<file path="src/rtl/cafj_pkg.sv">
// cafj_pkg: shared types and constants of the 8-bit cpu execute unit
// operation codes, flag layout, item structs and adjust constants
// no dependencies
`timescale 1ns / 1ps

package cafj_pkg;

    typedef enum logic [3:0] {
        MODE_INC8  = 4'd0,
        MODE_DEC8  = 4'd1,
        MODE_RLC   = 4'd2,
        MODE_RRC   = 4'd3,
        MODE_RL    = 4'd4,
        MODE_RR    = 4'd5,
        MODE_ADD16 = 4'd6,
        MODE_CPL   = 4'd7,
        MODE_DAA   = 4'd8,
        MODE_INC16 = 4'd9,
        MODE_DEC16 = 4'd10,
        MODE_JR    = 4'd11,
        MODE_JRNZ  = 4'd12,
        MODE_JRZ   = 4'd13,
        MODE_JRNC  = 4'd14,
        MODE_JRC   = 4'd15
    } mode_t;

    // bit3 z, bit2 n, bit1 h, bit0 c
    typedef struct packed {
        logic z;
        logic n;
        logic h;
        logic c;
    } flags_t;

    typedef struct packed {
        mode_t       mode;
        logic [15:0] operand_a;
        logic [15:0] operand_b;
        flags_t      flags;
    } op_item_t;

    typedef struct packed {
        logic [15:0] result;
        flags_t      flags;
        logic        jump_taken;
    } res_item_t;

    localparam logic [7:0] DAA_HI_ADJ = 8'h60;
    localparam logic [7:0] DAA_LO_ADJ = 8'h06;
    localparam logic [7:0] BCD_MAX    = 8'h99;
    localparam logic [3:0] DIGIT_MAX  = 4'd9;
    localparam logic [3:0] NIBBLE_ALL = 4'hF;

endpackage

</file>
<file path="src/rtl/cafj_daa.sv">
// cafj_daa: decimal adjust of an 8-bit accumulator after bcd add or subtract
// combinational, uses cafj_pkg
`timescale 1ns / 1ps

module cafj_daa
    import cafj_pkg::*;
(
    input  logic [7:0] value,
    input  flags_t     flags,
    output logic [7:0] adjusted,
    output flags_t     flags_new
);

    logic       hi_fix;
    logic       lo_fix;
    logic [7:0] hi_term;
    logic [7:0] lo_term;
    logic       carry;

    always_comb
    begin
        hi_fix = 1'b0;
        lo_fix = 1'b0;
        carry  = flags.c;
        if (!flags.n)
        begin
            hi_fix = flags.c || (value > BCD_MAX);
            lo_fix = flags.h || (value[3:0] > DIGIT_MAX);
            carry  = hi_fix;
        end
        else
        begin
            hi_fix = flags.c;
            lo_fix = flags.h;
        end
        hi_term = hi_fix ? DAA_HI_ADJ : 8'h00;
        lo_term = lo_fix ? DAA_LO_ADJ : 8'h00;
        if (!flags.n)
        begin
            adjusted = value + hi_term + lo_term;
        end
        else
        begin
            adjusted = value - hi_term - lo_term;
        end
        flags_new.z = (adjusted == 8'h00);
        flags_new.n = flags.n;
        flags_new.h = 1'b0;
        flags_new.c = carry;
    end

endmodule

</file>
<file path="src/rtl/cafj_exec.sv">
// cafj_exec: operation decode, arithmetic, rotates, flags and branch resolve
// combinational, uses cafj_pkg and cafj_daa
`timescale 1ns / 1ps

module cafj_exec
    import cafj_pkg::*;
(
    input  op_item_t  item,
    output res_item_t res
);

    logic [7:0]  a8;
    logic [7:0]  r8;
    logic [16:0] sum17;
    logic [12:0] sum13;
    logic [15:0] target;
    logic [7:0]  daa_value;
    flags_t      daa_flags;
    flags_t      f;
    logic        go;

    assign a8 = item.operand_a[7:0];
    assign f  = item.flags;

    cafj_daa u_daa (
        .value     (a8),
        .flags     (f),
        .adjusted  (daa_value),
        .flags_new (daa_flags)
    );

    assign sum17  = {1'b0, item.operand_a} + {1'b0, item.operand_b};
    assign sum13  = {1'b0, item.operand_a[11:0]} + {1'b0, item.operand_b[11:0]};
    assign target = item.operand_a + {{8{item.operand_b[7]}}, item.operand_b[7:0]};

    always_comb
    begin
        r8             = 8'h00;
        go             = 1'b0;
        res.result     = 16'h0000;
        res.flags      = f;
        res.jump_taken = 1'b0;
        unique case (item.mode)
            MODE_INC8:
            begin
                r8         = a8 + 8'd1;
                res.result = {8'h00, r8};
                res.flags  = '{z: (r8 == 8'h00), n: 1'b0, h: (r8[3:0] == 4'h0), c: f.c};
            end
            MODE_DEC8:
            begin
                r8         = a8 - 8'd1;
                res.result = {8'h00, r8};
                res.flags  = '{z: (r8 == 8'h00), n: 1'b1, h: (r8[3:0] == NIBBLE_ALL),
                              c: f.c};
            end
            MODE_RLC:
            begin
                r8         = {a8[6:0], a8[7]};
                res.result = {8'h00, r8};
                res.flags  = '{z: (r8 == 8'h00), n: 1'b0, h: 1'b0, c: a8[7]};
            end
            MODE_RRC:
            begin
                r8         = {a8[0], a8[7:1]};
                res.result = {8'h00, r8};
                res.flags  = '{z: (r8 == 8'h00), n: 1'b0, h: 1'b0, c: a8[0]};
            end
            MODE_RL:
            begin
                r8         = {a8[6:0], f.c};
                res.result = {8'h00, r8};
                res.flags  = '{z: (r8 == 8'h00), n: 1'b0, h: 1'b0, c: a8[7]};
            end
            MODE_RR:
            begin
                r8         = {f.c, a8[7:1]};
                res.result = {8'h00, r8};
                res.flags  = '{z: (r8 == 8'h00), n: 1'b0, h: 1'b0, c: a8[0]};
            end
            MODE_ADD16:
            begin
                res.result = sum17[15:0];
                res.flags  = '{z: f.z, n: 1'b0, h: sum13[12], c: sum17[16]};
            end
            MODE_CPL:
            begin
                res.result = {8'h00, ~a8};
                res.flags  = '{z: f.z, n: 1'b1, h: 1'b1, c: f.c};
            end
            MODE_DAA:
            begin
                res.result = {8'h00, daa_value};
                res.flags  = daa_flags;
            end
            MODE_INC16:
            begin
                res.result = item.operand_a + 16'd1;
            end
            MODE_DEC16:
            begin
                res.result = item.operand_a - 16'd1;
            end
            MODE_JR, MODE_JRNZ, MODE_JRZ, MODE_JRNC, MODE_JRC:
            begin
                unique case (item.mode)
                    MODE_JRNZ: go = !f.z;
                    MODE_JRZ:  go = f.z;
                    MODE_JRNC: go = !f.c;
                    MODE_JRC:  go = f.c;
                    default:   go = 1'b1;
                endcase
                res.result     = go ? target : item.operand_a;
                res.jump_taken = go;
            end
        endcase
    end

endmodule

</file>
<file path="src/rtl/cpu8_alu_flags_jump.sv">
// cpu8_alu_flags_jump: top level of the 8-bit cpu execute unit
// input register, cafj_exec, result register; uses cafj_pkg
`timescale 1ns / 1ps

// Execute unit for an 8-bit cpu: inc/dec 8 and 16 bit, rotates, add16, cpl,
// daa and relative jumps with condition test. Every transfer in produces
// exactly one transfer out. An operation is first held in the input register
// and moves into the result register once that is free; out_valid then
// rises and the result can be taken. One operation is taken per clock while
// the output side keeps taking results. The whole operation is one pass
// through the execute logic between the two registers; a stalled output
// holds both registers, one waiting result and one queued operation.

module cpu8_alu_flags_jump
    import cafj_pkg::*;
(
    input  logic        clk,
    input  logic        rst_n,
    input  logic        in_valid,
    output logic        in_ready,
    input  logic [3:0]  mode,
    input  logic [15:0] operand_a,
    input  logic [15:0] operand_b,
    input  logic [3:0]  flags_in,
    output logic        out_valid,
    input  logic        out_ready,
    output logic [15:0] result,
    output logic [3:0]  flags_out,
    output logic        jump_taken
);

    logic      in_valid_reg;
    logic      in_valid_next;
    logic      out_valid_reg;
    logic      out_valid_next;
    op_item_t  in_item_reg;
    op_item_t  in_item_next;
    res_item_t out_item_reg;
    res_item_t out_item_next;
    res_item_t exec_res;
    logic      in_fire;
    logic      advance;
    logic      out_free;

    assign out_free = !out_valid_reg || out_ready;
    assign advance  = in_valid_reg && out_free;
    assign in_ready = !in_valid_reg || out_free;
    assign in_fire  = in_valid && in_ready;

    cafj_exec u_exec (
        .item (in_item_reg),
        .res  (exec_res)
    );

    always_comb
    begin
        in_valid_next = in_valid_reg;
        if (in_fire)
        begin
            in_valid_next = 1'b1;
        end
        else if (advance)
        begin
            in_valid_next = 1'b0;
        end
        out_valid_next = out_valid_reg;
        if (advance)
        begin
            out_valid_next = 1'b1;
        end
        else if (out_ready)
        begin
            out_valid_next = 1'b0;
        end
        in_item_next  = in_fire ? op_item_t'{mode: mode_t'(mode), operand_a: operand_a,
                                    operand_b: operand_b, flags: flags_t'(flags_in)}
                                : in_item_reg;
        out_item_next = advance ? exec_res : out_item_reg;
    end

    always_ff @(posedge clk or negedge rst_n)
    begin
        if (!rst_n)
        begin
            in_valid_reg  <= 1'b0;
            out_valid_reg <= 1'b0;
        end
        else
        begin
            in_valid_reg  <= in_valid_next;
            out_valid_reg <= out_valid_next;
        end
    end

    always_ff @(posedge clk)
    begin
        in_item_reg  <= in_item_next;
        out_item_reg <= out_item_next;
    end

    assign out_valid  = out_valid_reg;
    assign result     = out_item_reg.result;
    assign flags_out  = out_item_reg.flags;
    assign jump_taken = out_item_reg.jump_taken;

`ifndef SYNTHESIS
    // only jump operations may report a taken branch
    assert property (@(posedge clk) disable iff (!rst_n)
        in_valid_reg && exec_res.jump_taken |->
            (in_item_reg.mode == MODE_JR) || (in_item_reg.mode == MODE_JRNZ) ||
            (in_item_reg.mode == MODE_JRZ) || (in_item_reg.mode == MODE_JRNC) ||
            (in_item_reg.mode == MODE_JRC))
        else $error("jump taken on a non-jump operation");

    // 16-bit inc/dec and jumps pass flags through
    assert property (@(posedge clk) disable iff (!rst_n)
        in_valid_reg && ((in_item_reg.mode == MODE_INC16) ||
            (in_item_reg.mode == MODE_DEC16) || (in_item_reg.mode == MODE_JR) ||
            (in_item_reg.mode == MODE_JRNZ) || (in_item_reg.mode == MODE_JRZ) ||
            (in_item_reg.mode == MODE_JRNC) || (in_item_reg.mode == MODE_JRC))
        |-> exec_res.flags == in_item_reg.flags)
        else $error("flags changed by a flag-preserving operation");

    // a queued operation moves into the result register when that is free
    assert property (@(posedge clk) disable iff (!rst_n)
        advance |=> out_valid_reg && (out_item_reg == $past(exec_res)))
        else $error("operation lost between input and result register");

    // a stalled result with a queued operation blocks new transfers
    assert property (@(posedge clk) disable iff (!rst_n)
        out_valid_reg && !out_ready && in_valid_reg |-> !in_ready)
        else $error("transfer accepted while both registers are full");
`endif

endmodule
</file>
<file path="config.mk">
export PLATFORM = sky130hd
export DESIGN_NAME = cpu8_alu_flags_jump
export DESIGN_NICKNAME = d
export VERILOG_FILES = /design/src/rtl/cafj_pkg.sv /design/src/rtl/cafj_daa.sv /design/src/rtl/cafj_exec.sv /design/src/rtl/cpu8_alu_flags_jump.sv
export SDC_FILE = /design/constraint.sdc
export NUM_CORES = 1
export LEC_CHECK = 0
export BUFFER_PORTS_ARGS = -buffer_cell sky130_fd_sc_hd__buf_4
export CORE_MARGIN = 5
export CORE_UTILIZATION = 30
export CTS_BUF_LIST = sky130_fd_sc_hd__clkbuf_4 sky130_fd_sc_hd__clkbuf_8
export CTS_CLUSTER_SIZE = 16
export DETAILED_ROUTE_END_ITERATION = 16
export GPL_ROUTABILITY_DRIVEN = 0
export SLEW_MARGIN = 0
export SYNTH_ARGS = -nofsm -noshare
export SYNTH_HDL_FRONTEND = slang
export SYNTH_SLANG_ARGS = --single-unit
</file>
<file path="constraint.sdc">
create_clock -name clk -period 10.6 [get_ports clk]
set_input_delay 1.59 -clock clk [delete_from_list [all_inputs] [get_ports clk]]
set_output_delay 1.59 -clock clk [all_outputs]
set_load 0.02 [all_outputs]
</file>
# After elaboration in Yosys (flattened, before gate mapping)
# Index checks and enable logic that the tools add are counted.
[op_classes]
add_sub_neg = 11
multipliers = 0
div_mod_pow = 0
n_lt_le_gt_ge = 2
n_eq_ne = 16
shift = 0
n_mux = 14
bitwise = 1
n_reduce_logical = 22
[ops]
columns = ["op", "count"]
rows = [
  ["16-bit one-hot mux with 12 select lines", 1],
  ["8-bit logical NOT", 7],
  ["4-bit == test, second input constant", 9],
  ["4-bit one-hot mux with 9 select lines", 1],
  ["16-bit by 16-bit adder with 17-bit output", 1],
  ["16-bit by 1-bit adder with 16-bit output, second input constant", 1],
  ["16-bit adder", 1],
  ["4-bit by 3-bit == test with 1-bit output, second input constant", 4],
  ["16-bit two-way mux", 1],
  ["16-bit by 1-bit subtractor with 16-bit output, second input constant", 1],
  ["12-bit by 12-bit adder with 13-bit output", 1],
  ["8-bit by 1-bit adder with 8-bit output, second input constant", 1],
  ["8-bit by 3-bit adder with 8-bit output", 1],
  ["8-bit by 7-bit adder with 8-bit output", 1],
  ["4-bit by 2-bit == test with 1-bit output, second input constant", 2],
  ["8-bit > comparator, second input constant", 1],
  ["4-bit logical NOT", 2],
  ["8-bit two-way mux", 1],
  ["8-bit inverter", 1],
  ["8-bit by 1-bit subtractor with 8-bit output, second input constant", 1],
  ["8-bit by 3-bit subtractor with 8-bit output", 1],
  ["8-bit by 7-bit subtractor with 8-bit output", 1],
  ["1-bit two-way mux", 7],
  ["7-bit two-way mux", 1],
  ["9 further kinds", 17],
]
[totals]
regBits = 63
latchBits = 0
mem_bits_rw = 0
rom_bits = 0
input_bits = 44
out_inout_bits = 23
wordCells = 81
n_memories = 0

# Longest topological paths before layout
# Gate-level depths: netlist of the first run.
[logic_depth]
depth_word = 9
depth_mapped = 16

# Hierarchy
# Synthesis of the first run repeated with hierarchy kept, for this count alone.
[hier_totals]
hier_cells = 649
hier_area_um2 = 5661.7
[modules_own_cells]
columns = ["module", "instances", "cells_per_inst", "area_each_um2", "seq_area_each_um2"]
rows = [
  ["cafj_exec", 1, 491, 3066.7, 0.0],
  ["cpu8_alu_flags_jump", 1, 69, 1935.6, 1881.8],
  ["cafj_daa", 1, 89, 659.4, 0.0],
]

# Worst setup path after synthesis of the first run
# OpenSTA, ideal clock, no wires.
[synth_path]
path_kind = "register to register"
from = "register in_item_reg[21] (netlist bit)"
to = "register out_item_reg (netlist bit flags_out[3]) (data pin)"
setup_time_ps = 188
t_arrival_ps = 3550
t_required_ps = 10412
path_slack_ps = 6862
stages_incl_launch_ff = 15
cell_sequence = "edfxtp_1 -> clkbuf_1 -> inv_1 -> ha_1 -> nor2_1 -> nor2_1 -> o21bai_1 -> ha_1 -> or3b_4 -> a2111oi_4 -> o22ai_1 -> xor2_1 -> a21oi_4 -> xor2_1 -> o41ai_1"
[synth_lines]
columns = ["item", "line", "text"]
rows = [
  ["from (decl)", "cpu8_alu_flags_jump.sv:36", "op_item_t in_item_reg;"],
  ["from (signal assigned)", "cpu8_alu_flags_jump.sv:97", "in_item_reg <= in_item_next;"],
  ["to (signal assigned)", "cpu8_alu_flags_jump.sv:98", "out_item_reg <= out_item_next;"],
  ["to (decl)", "cpu8_alu_flags_jump.sv:38", "res_item_t out_item_reg;"],
]

==> flow_metrics.env, run 1 <==
export IMPL_synth_ff_type="edfxtp_1"
export IMPL_cts_root_buf="clkbuf_8"
export IMPL_synth_most_common_cell="edfxtp_1"
export IMPL_syn_inst=638
export IMPL_wl_per_cell_um=17.61
export IMPL_ir_drop_mv=0.05953
export IMPL_antenna_found_initial=0
export IMPL_ant_nets=0
export IMPL_slowest_delay_ns=0.83
export IMPL_fin_nets=798
export IMPL_crit_fanout=16
export IMPL_path_buf_inv=1
export IMPL_drtPass1Iterations=5
export IMPL_clkLatencyLatePin_ns=0.37
export IMPL_crit_type="reg2reg"
export IMPL_post_route_min_period_ns=4.258
export IMPL_fp_dieW_um=149.8
export IMPL_fin_crit_sh_pct=40.17
export IMPL_cp_top_family="compound AO/OA/AOI/OAI gates"
export IMPL_h_tree_depth=3
export IMPL_grt_pass1_vias=5065
export IMPL_synth_edf_count=61
export IMPL_arrival_ns=4.42
export IMPL_core_area_mm2=0.01933
export IMPL_grt_first_pass_wirelength_um=27060
export IMPL_cp_required_ns=10.76
export IMPL_hpwl_um=12750
export IMPL_outcome="finished, final reports clean"
export IMPL_fillCellCount=1957
export IMPL_maxSlewViolCount=0
export IMPL_synth_area_top_cells="edfxtp_1 31%, ha_1 12%, xnor2_1 4.8%"
export IMPL_crit_chain="inv_1, ha_1, nor2_1, nor2_1, o21bai_1, ha_1, or3b_4, a2111oi_4, o22ai_1, xor2_1, a21oi_4, xor2_1, o41ai_1"
export IMPL_cts_buffers=9
export IMPL_grt_max_degree=41
export IMPL_max_freq_ghz=0.2349
export IMPL_ctsResizeCount=0
export IMPL_p_leak_nw=2.686
export IMPL_cts_tree="built"
export IMPL_ys_async_sr_fraction_pct=3.175
export IMPL_drt_total_wl_um=17010
export IMPL_seq_area_frac_synth_pct=32.12
export IMPL_syn_nets=740
export IMPL_rsz0062_at_grt="false"
export IMPL_pre_cts_ws_ns=6.384
export IMPL_tightest_slew_ns=0.9147
export IMPL_synth_common_cells="61 x edfxtp_1, 55 x ha_1, 53 x nor2_1"
export IMPL_final_hold_violation_count=0
export IMPL_largest_reg_flops=40
export IMPL_yosysWarnings=0
export IMPL_hold_path_class="reg2reg"
export IMPL_grt_remaining_overflow=0
export IMPL_drt_iter0_drc=534
export IMPL_numClockSinks=63
export IMPL_crit_slowest_cell="edfxtp_1"
export IMPL_die_area_mm2=0.02243
export IMPL_syn_to_final_growth_pct=16.63
export IMPL_drive_above_1_share_pct=15.12
export IMPL_drc=0
export IMPL_timing_final_ws_setup_ns=6.342
export IMPL_cp_end_kind="flop"
export IMPL_die_h_um=149.8
export IMPL_finClkSkew_ns=0.009277
export IMPL_cts_max_path_buffers=2
export IMPL_netlist_area_mm2=0.005859
export IMPL_setup_viol=0
export IMPL_port_buffer_count=66
export IMPL_slew_headroom_pct=39.02
export IMPL_synth_top_area_share_pct=31.26
export IMPL_p_per_area_mw_per_mm2=120.2
export IMPL_via_per_inst=5.370
export IMPL_tns_ns=0
export IMPL_yosysUniqueCellTypes=73
export IMPL_grt_usage_pct=15.45
export IMPL_yosysTopAreaCell="edfxtp_1"
export IMPL_n_antenna_cell=0
export IMPL_cts_setup_buffers=0
export IMPL_ioPinCount=67
export IMPL_initial_core_util_pct=30.30
export IMPL_clkTransAtPathRegs_ns=0.07
export IMPL_vias=5187
export IMPL_synth_seq_cells=63
export IMPL_rows=51
export IMPL_cap_violations=0
export IMPL_critPathLaunchType="flop"
export IMPL_syn_avg_cell_area_um2=9.184
export IMPL_cts_hold_buf=0
[worst register-to-register path: cells and delay by family, from the launching register on]
kind                       cells  cell delay [ns]
AOI/OAI and AO/OA              5             1.44
buffers and inverters          1             0.24
DFF                            1             0.83
and+or+nand+nor                3             0.57
xor gates and xnor gates       2             0.42
adders and majority gates      2             0.55
[worst paths after layout]
kind / startpoint / to / slack (ns) / depth (start not counted)
setup / recovery: in_item_reg[21]$_DFFE_PP_ / flags_out[3]$_DFFE_PP_ / 6.34 / 13
hold / removal: in_valid_reg$_DFFE_PN0P_ / out_valid$_DFFE_PN0P_ / 0.50 / 1
setup reg to reg: in_item_reg[21]$_DFFE_PP_ / flags_out[3]$_DFFE_PP_ / 6.34 / 13
hold reg to reg: in_valid_reg$_DFFE_PN0P_ / out_valid$_DFFE_PN0P_ / 0.50 / 1
max in group asynchronous: rst_n / out_valid$_DFFE_PN0P_ / 9.52 / 1
min in group asynchronous: rst_n / in_valid_reg$_DFFE_PN0P_ / 0.99 / 1
[logic make-up after synthesis]
logic type,after synthesis,share of synthesized area [%]
buffers and inverters,45,3.139
muxes,12,2.093
AOI/OAI and AO/OA,213,25.67
DFF,63,32.12
and+or+nand+nor,195,16.38
adders and majority gates,61,13.28
xor gates and xnor gates,49,7.324
[final cells by class]
type / count / area (um2) / share of cell area, %
multi-input cells: 530 / 3795 / 55.53
repair buffers: 74 / 555.5 / 8.129
well taps: 265 / 331.6 / 4.852
flip-flops and latches: 63 / 1882 / 27.54
inverters: 18 / 67.56 / 0.9886
clock inverters: 2 / 35.03 / 0.5126
clock buffers: 14 / 167.7 / 2.453
[cells in the final DEF (no fill, tap or decap), types with 18 or more instances in the layout]
cell and instances:
buf_4 74, edfxtp_1 61, ha_1 55, nor2_1 53
nand2_1 52, a21oi_1 42, o21ai_0 36, xnor2_1 32
a21o_1 20, inv_1 18
[routing by layer]
layer  track usage, %  routed length, um  up-vias
met2            23.01               7468      189
li1                 -                  -     2566
met1            21.52               7868     2392
met4            5.672                450        0
met3            4.088               1225       40
met5                0                  0        -
[power by group]
group          switching [mW]  internal, mW
Sequential             0.0206         0.301
Clock                  0.0976         0.125
Combinational           0.161         0.116
Total                   0.279         0.542
[metrics by stage]
stage / instances / hold slack [ns] / instance area, um2 / util, % / total power [mW]
after floorplan: 638 / 0.4490 / 5859 / - / 0.5140
after global placement: 950 / 0.4721 / 6631 / 34.30 / 0.6008
after detailed placement: 950 / 0.4852 / 6631 / 34.30 / 0.6008
after CTS: 966 / 0.5028 / 6834 / 35.35 / 0.8272
after global routing: 966 / 0.5419 / 6834 / 35.35 / 0.8702
final: 966 / 0.4961 / 6834 / 35.35 / 0.8215
Note: power is estimated with default switching activity, not from simulation.
==> run 2, diff against run 1 <==
==> constraint.sdc (replaced) <==
create_clock -name clk -period 4 [get_ports clk]
set_input_delay 0.6 -clock clk [delete_from_list [all_inputs] [get_ports clk]]
set_output_delay 0.6 -clock clk [all_outputs]
set_load 0.02 [all_outputs]
==> run 2 against run 1 <==
- clock power increased by 120%
- first-iteration DRC count rose by 11%
- core utilization is 0.17 points higher
- clock skew rose by 0.0028 ns
- sequential cell count did not move
- power grew to 2.5 times the previous value
- worst setup slack got worse by 5.7 ns
==> flow_metrics.env, run 2 (synthesis gave the netlist of run 1 again) <==
export IMPL_outcome="finished, final reports clean"
export IMPL_p_leak_nw=2.708
export IMPL_p_per_area_mw_per_mm2=303.2
export IMPL_rrSetupSlack_ns=0.61
export IMPL_dp_cells=959
export IMPL_met1_usage_pct=22.03
export IMPL_largest_reg_flops=40
export IMPL_cts_root_buf="clkbuf_8"
export IMPL_rows=51
export IMPL_fp_dieW_um=149.8
export IMPL_ant_nets=0
export IMPL_grtUsageMet3_pct=3.059
export IMPL_crit_chain="inv_1, ha_1, nor2_1, nor2_1, o21bai_1, buf_4, ha_1, fa_1, nand3_1, nor3_1, a2111oi_0, buf_4, a21oi_4, xor2_1, o41ai_1"
export IMPL_final_hold_violation_count=0
export IMPL_ioPinCount=67
export IMPL_port_buffer_count=66
export IMPL_final_util_pct=35.51
export IMPL_syn_to_final_growth_pct=17.19
export IMPL_cts_buffers=9
export IMPL_cp_required_ns=4.17
export IMPL_crit_fanout=6
export IMPL_drc=0
export IMPL_drt_total_wl_um=17280
export IMPL_fin_crit_sh_pct=84.72
export IMPL_maxSlewViolCount=0
export IMPL_max_freq_ghz=0.2951
export IMPL_grt_max_degree=41
export IMPL_cap_violations=0
export IMPL_critPathLaunchType="flop"
export IMPL_cp_end_kind="flop"
export IMPL_cts_tree="built"
export IMPL_slowest_delay_ns=0.43
export IMPL_placed_area_mm2=0.006699
export IMPL_hp_start="flags_in[1]"
export IMPL_ir_drop_mv=0.2104
export IMPL_hold_path_class="in2reg"
export IMPL_die_area_mm2=0.02243
export IMPL_grt_first_pass_wirelength_um=27550
export IMPL_fin_area_mm2=0.006867
export IMPL_grt_usage_pct=15.52
export IMPL_vias=5332
export IMPL_fin_nets=808
export IMPL_clkLatencyLatePin_ns=0.37
export IMPL_worstReg2RegStart="in_item_reg[20]$_DFFE_PP_"
export IMPL_crit_slowest_cell="a2111oi_0"
export IMPL_finClkSkew_ns=0.01211
export IMPL_grt_remaining_overflow=0
export IMPL_hpwl_um=13210
export IMPL_drt_iter0_drc=595
export IMPL_layout_cells_most_common="buf_4"
export IMPL_numClockSinks=63
export IMPL_ctsResizeCount=0
export IMPL_wl_per_cell_um=17.72
export IMPL_met2_usage_pct=24.05
export IMPL_drive_above_1_share_pct=15.92
export IMPL_via_per_inst=5.469
export IMPL_cp_top_family="compound AO/OA/AOI/OAI gates"
export IMPL_arrival_ns=3.56
export IMPL_clkTransAtPathRegs_ns=0.08
export IMPL_final_cell_mix="83 x buf_4, 61 x edfxtp_1, 55 x ha_1, 53 x nor2_1, 52 x nand2_1"
export IMPL_post_route_min_period_ns=3.389
export IMPL_tightest_slew_ns=0.9893
export IMPL_cts_max_path_buffers=2
export IMPL_path_buf_inv=3
export IMPL_timing_final_ws_setup_ns=0.6111
export IMPL_h_tree_depth=3
export IMPL_crit_path_start="in_item_reg[20]$_DFFE_PP_"
export IMPL_n_antenna_cell=0
export IMPL_whs_ns=0.4063
export IMPL_grt_busiest_layer="met2"
export IMPL_drtPass1Iterations=5
export IMPL_grt_pass1_vias=5132
export IMPL_tns_ns=0
export IMPL_antenna_found_initial=0
export IMPL_crit_type="reg2reg"
export IMPL_rsz0062_at_grt="false"
export IMPL_die_h_um=149.8
export IMPL_setup_viol=0
export IMPL_pre_cts_ws_ns=0.6205
export IMPL_power_mw=2.082
export IMPL_core_area_mm2=0.01933
export IMPL_initial_core_util_pct=30.30
export IMPL_stdcell_count=975
export IMPL_slew_headroom_pct=34.04
## run 2: changes by cell type in the layout (fill, tap and decap cells not counted)
cell / before / now
clkbuf_4: 4 / 1
buf_4: 74 / 83
clkinv_2: 1 / 3
clkinvlp_4: 0 / 1
clkbuf_8: 10 / 9
dlygate4sd3_1: 0 / 1
clkinv_1: 0 / 1
bufinv_16: 1 / 0
## run 2: routing by layer
metal / share of wire (%) / wire length [um] / vias up
li1: - / - / 2584
met1: 45 / 7859 / 2503
met2: 46 / 7888 / 218
met3: 7.1 / 1232 / 27
met4: 1.7 / 295 / 0
met5: 0 / 0 / -
## run 2: cell type report
type	instances	area [um2]
Clock inverter	5	26.28
Timing Repair Buffer	84	633.1
Inverter	18	67.56
Sequential cell	63	1882
Tap cell	265	331.6
Clock buffer	10	131.4
Multi-Input combinational cell	530	3795
Fill cell	1997	12470
## run 2: path summary, 6_finish.rpt
path,endpoint,cells past startpoint
worst max-delay path,flags_out[3]$_DFFE_PP_,15
worst min-delay path,in_item_reg[1]$_DFFE_PP_,1
worst max register to register,flags_out[3]$_DFFE_PP_,15
worst min register to register,out_valid$_DFFE_PN0P_,1
max in group asynchronous,in_valid_reg$_DFFE_PN0P_,2
min in group asynchronous,out_valid$_DFFE_PN0P_,2
## run 2: where the power goes
part           leakage (nW)  internal, mW  switching, mW
sequential            0.612         0.798         0.0429
clock                0.0828         0.222          0.258
combinational          2.01         0.315          0.445
## run 2: what timing repair did
action	4_1_cts	5_1_grt
endpoints found under the setup margin	0	0
endpoints found under the hold margin	2	0
hold buffers	1	0
buffers inserted	0	0
==> run 3, diff against run 2 <==
==> constraint.sdc (replaced) <==
create_clock -name clk -period 3.25 [get_ports clk]
set_input_delay 0.4875 -clock clk [delete_from_list [all_inputs] [get_ports clk]]
set_output_delay 0.4875 -clock clk [all_outputs]
set_load 0.02 [all_outputs]
==> run 3 against run 2 <==
- final area grew 3.4%
- die area is the same
- clock skew shrank 0.0022 ns
- critical endpoint is now result[14]$_DFFE_PP_
- worst setup slack lost 0.51 ns
- highest routed layer unchanged
==> flow_metrics.env, run 3 (synthesis gave the netlist of run 1 again) <==
export IMPL_drive_above_1_share_pct=19.86
export IMPL_stdcell_count=991
export IMPL_drc=0
export IMPL_drtPass1Iterations=5
export IMPL_port_buffer_count=66
export IMPL_cp_required_ns=3.33
export IMPL_drt_total_wl_um=17390
export IMPL_arrival_ns=3.22
export IMPL_maxSlewViolCount=0
export IMPL_tightest_slew_ns=0.9118
export IMPL_fin_nets=824
export IMPL_whs_ns=0.2925
export IMPL_final_cell_mix="98 x buf_4, 61 x edfxtp_1, 52 x nor2_1, 52 x nand2_1, 52 x ha_1"
export IMPL_cp_end_kind="flop"
export IMPL_drt_iter0_drc=415
export IMPL_clkLatencyLatePin_ns=0.37
export IMPL_placed_area_mm2=0.006832
export IMPL_setup_viol=0
export IMPL_crit_fanout=19
export IMPL_antenna_found_initial=0
export IMPL_layout_cells_most_common="buf_4"
export IMPL_vias=5307
export IMPL_rsz0062_at_grt="false"
export IMPL_ir_drop_mv=0.1785
export IMPL_cts_max_path_buffers=2
export IMPL_grt_first_pass_wirelength_um=27210
export IMPL_grt_usage_pct=15.65
export IMPL_ant_nets=0
export IMPL_grt_max_degree=41
export IMPL_rows=51
export IMPL_cts_tree="built"
export IMPL_die_area_mm2=0.02243
export IMPL_final_hold_violation_count=0
export IMPL_clkTransAtPathRegs_ns=0.07
export IMPL_fin_area_mm2=0.007103
export IMPL_cts_buffers=9
export IMPL_p_leak_nw=2.804
export IMPL_numClockSinks=63
export IMPL_finClkSkew_ns=0.009882
export IMPL_grt_remaining_overflow=0
export IMPL_ioPinCount=67
export IMPL_p_sw_share_pct=34.82
export IMPL_fillCellCount=1950
export IMPL_grt_pass1_vias=5042
export IMPL_max_freq_ghz=0.3181
export IMPL_dp_cells=972
export IMPL_die_h_um=149.8
export IMPL_h_tree_depth=3
export IMPL_tns_ns=0
export IMPL_outcome="finished, final reports clean"
export IMPL_cts_root_buf="clkbuf_8"
export IMPL_p_per_area_mw_per_mm2=376.4
export IMPL_crit_type="reg2reg"
export IMPL_final_util_pct=36.74
export IMPL_cap_violations=0
export IMPL_via_per_inst=5.355
export IMPL_initial_core_util_pct=30.30
export IMPL_hold_path_class="in2reg"
export IMPL_wl_per_cell_um=17.55
export IMPL_comb_power_share_pct=37.1
export IMPL_critPathLaunchType="flop"
export IMPL_syn_to_final_growth_pct=21.23
export IMPL_slew_headroom_pct=39.22
export IMPL_core_area_mm2=0.01933
export IMPL_p_int_mw=1.743
export IMPL_fp_dieW_um=149.8
export IMPL_fin_crit_sh_pct=96.74
export IMPL_p_sw_mw=0.9308
export IMPL_post_route_min_period_ns=3.144
export IMPL_p_clk_share_pct=24.5
export IMPL_largest_reg_flops=40
export IMPL_power_frac_seq_pct=38.4
export IMPL_hpwl_um=13530
==> run 3: cell types whose count changed in the layout (fill, tap and decap cells not counted), moves of 2 or more <==
cell / previous run / this run
buf_4: 83 / 98
ha_1: 55 / 52
ha_2: 0 / 2
inv_1: 18 / 16
inv_2: 0 / 2
==> run 3: layout make-up <==
cell class	count	area (um2)	area share (%)
Multi-Input combinational cell	530	3879	54.61
Sequential cell	63	1882	26.49
Timing Repair Buffer	100	765.7	10.78
Tap cell	265	331.6	4.668
Clock buffer	9	123.9	1.744
Inverter	18	67.56	0.9512
Clock inverter	5	51.30	0.7222
Antenna cell	1	2.502	0.03523
==> run 3: metal layers <==
metal / vias to the layer above / GRT usage, % / part of all wire (%) / routed length, um
met5: - / 0 / 0 / 0
met4: 0 / 6.679 / 3.0 / 518
met3: 32 / 3.604 / 7.3 / 1263
met2: 186 / 23.42 / 44 / 7654
met1: 2470 / 21.69 / 46 / 7954
li1: 2619 / - / - / -
==> run 3: path summary, 6_finish.rpt <==
path,start,endpoint,slack (ns),cells after the start
setup / recovery,in_item_reg[20]$_DFFE_PP_,result[14]$_DFFE_PP_,0.11,12
hold / removal,operand_a[8],in_item_reg[28]$_DFFE_PP_,0.29,1
setup reg to reg,in_item_reg[20]$_DFFE_PP_,result[14]$_DFFE_PP_,0.11,12
hold reg to reg,in_valid_reg$_DFFE_PN0P_,out_valid$_DFFE_PN0P_,0.49,1
max in group asynchronous,rst_n,out_valid$_DFFE_PN0P_,2.73,2
min in group asynchronous,rst_n,in_valid_reg$_DFFE_PN0P_,0.44,2
==> run 3: stage by stage <==
step | setup slack, ns | total power, mW
after floorplan | -0.02950 | 1.682
after global placement | 0.1130 | 2.000
after detailed placement | 0.01792 | 1.998
after CTS | 0.02922 | 2.669
after global routing | 0.007353 | 2.829
final | 0.1059 | 2.674
==> run 3: what timing repair did <==
item                                    CTS  global route
gates resized for setup                   1            13
endpoints found under the setup margin    1            10
endpoints found under the hold margin     2             0
pin swaps                                 0             5
buffers inserted                          0             3
hold buffers                              1             0
==> run 3: worst max-delay path, stage by stage, from the launching register on <==
cell and delay, ns:
edfxtp_1 0.43, buf_4 0.17, buf_12 0.15, ha_1 0.21, fa_1 0.40, a21o_1 0.20
and4_1 0.26, o211ai_1 0.17, buf_4 0.15, and2b_2 0.20, o211ai_1 0.12, a211oi_1 0.23
o211ai_1 0.17
==> run 3: power groups by stage <==
stage / clock network, mW / logic (mW) / registers, mW
6_report: 0.655 / 0.992 / 1.03
3_5_place_dp: 0 / 0.952 / 1.05
4_1_cts: 0.683 / 0.957 / 1.03
3_3_place_gp: 0 / 0.954 / 1.05
5_1_grt: 0.713 / 1.08 / 1.03
2_1_floorplan: 0 / 0.605 / 1.08
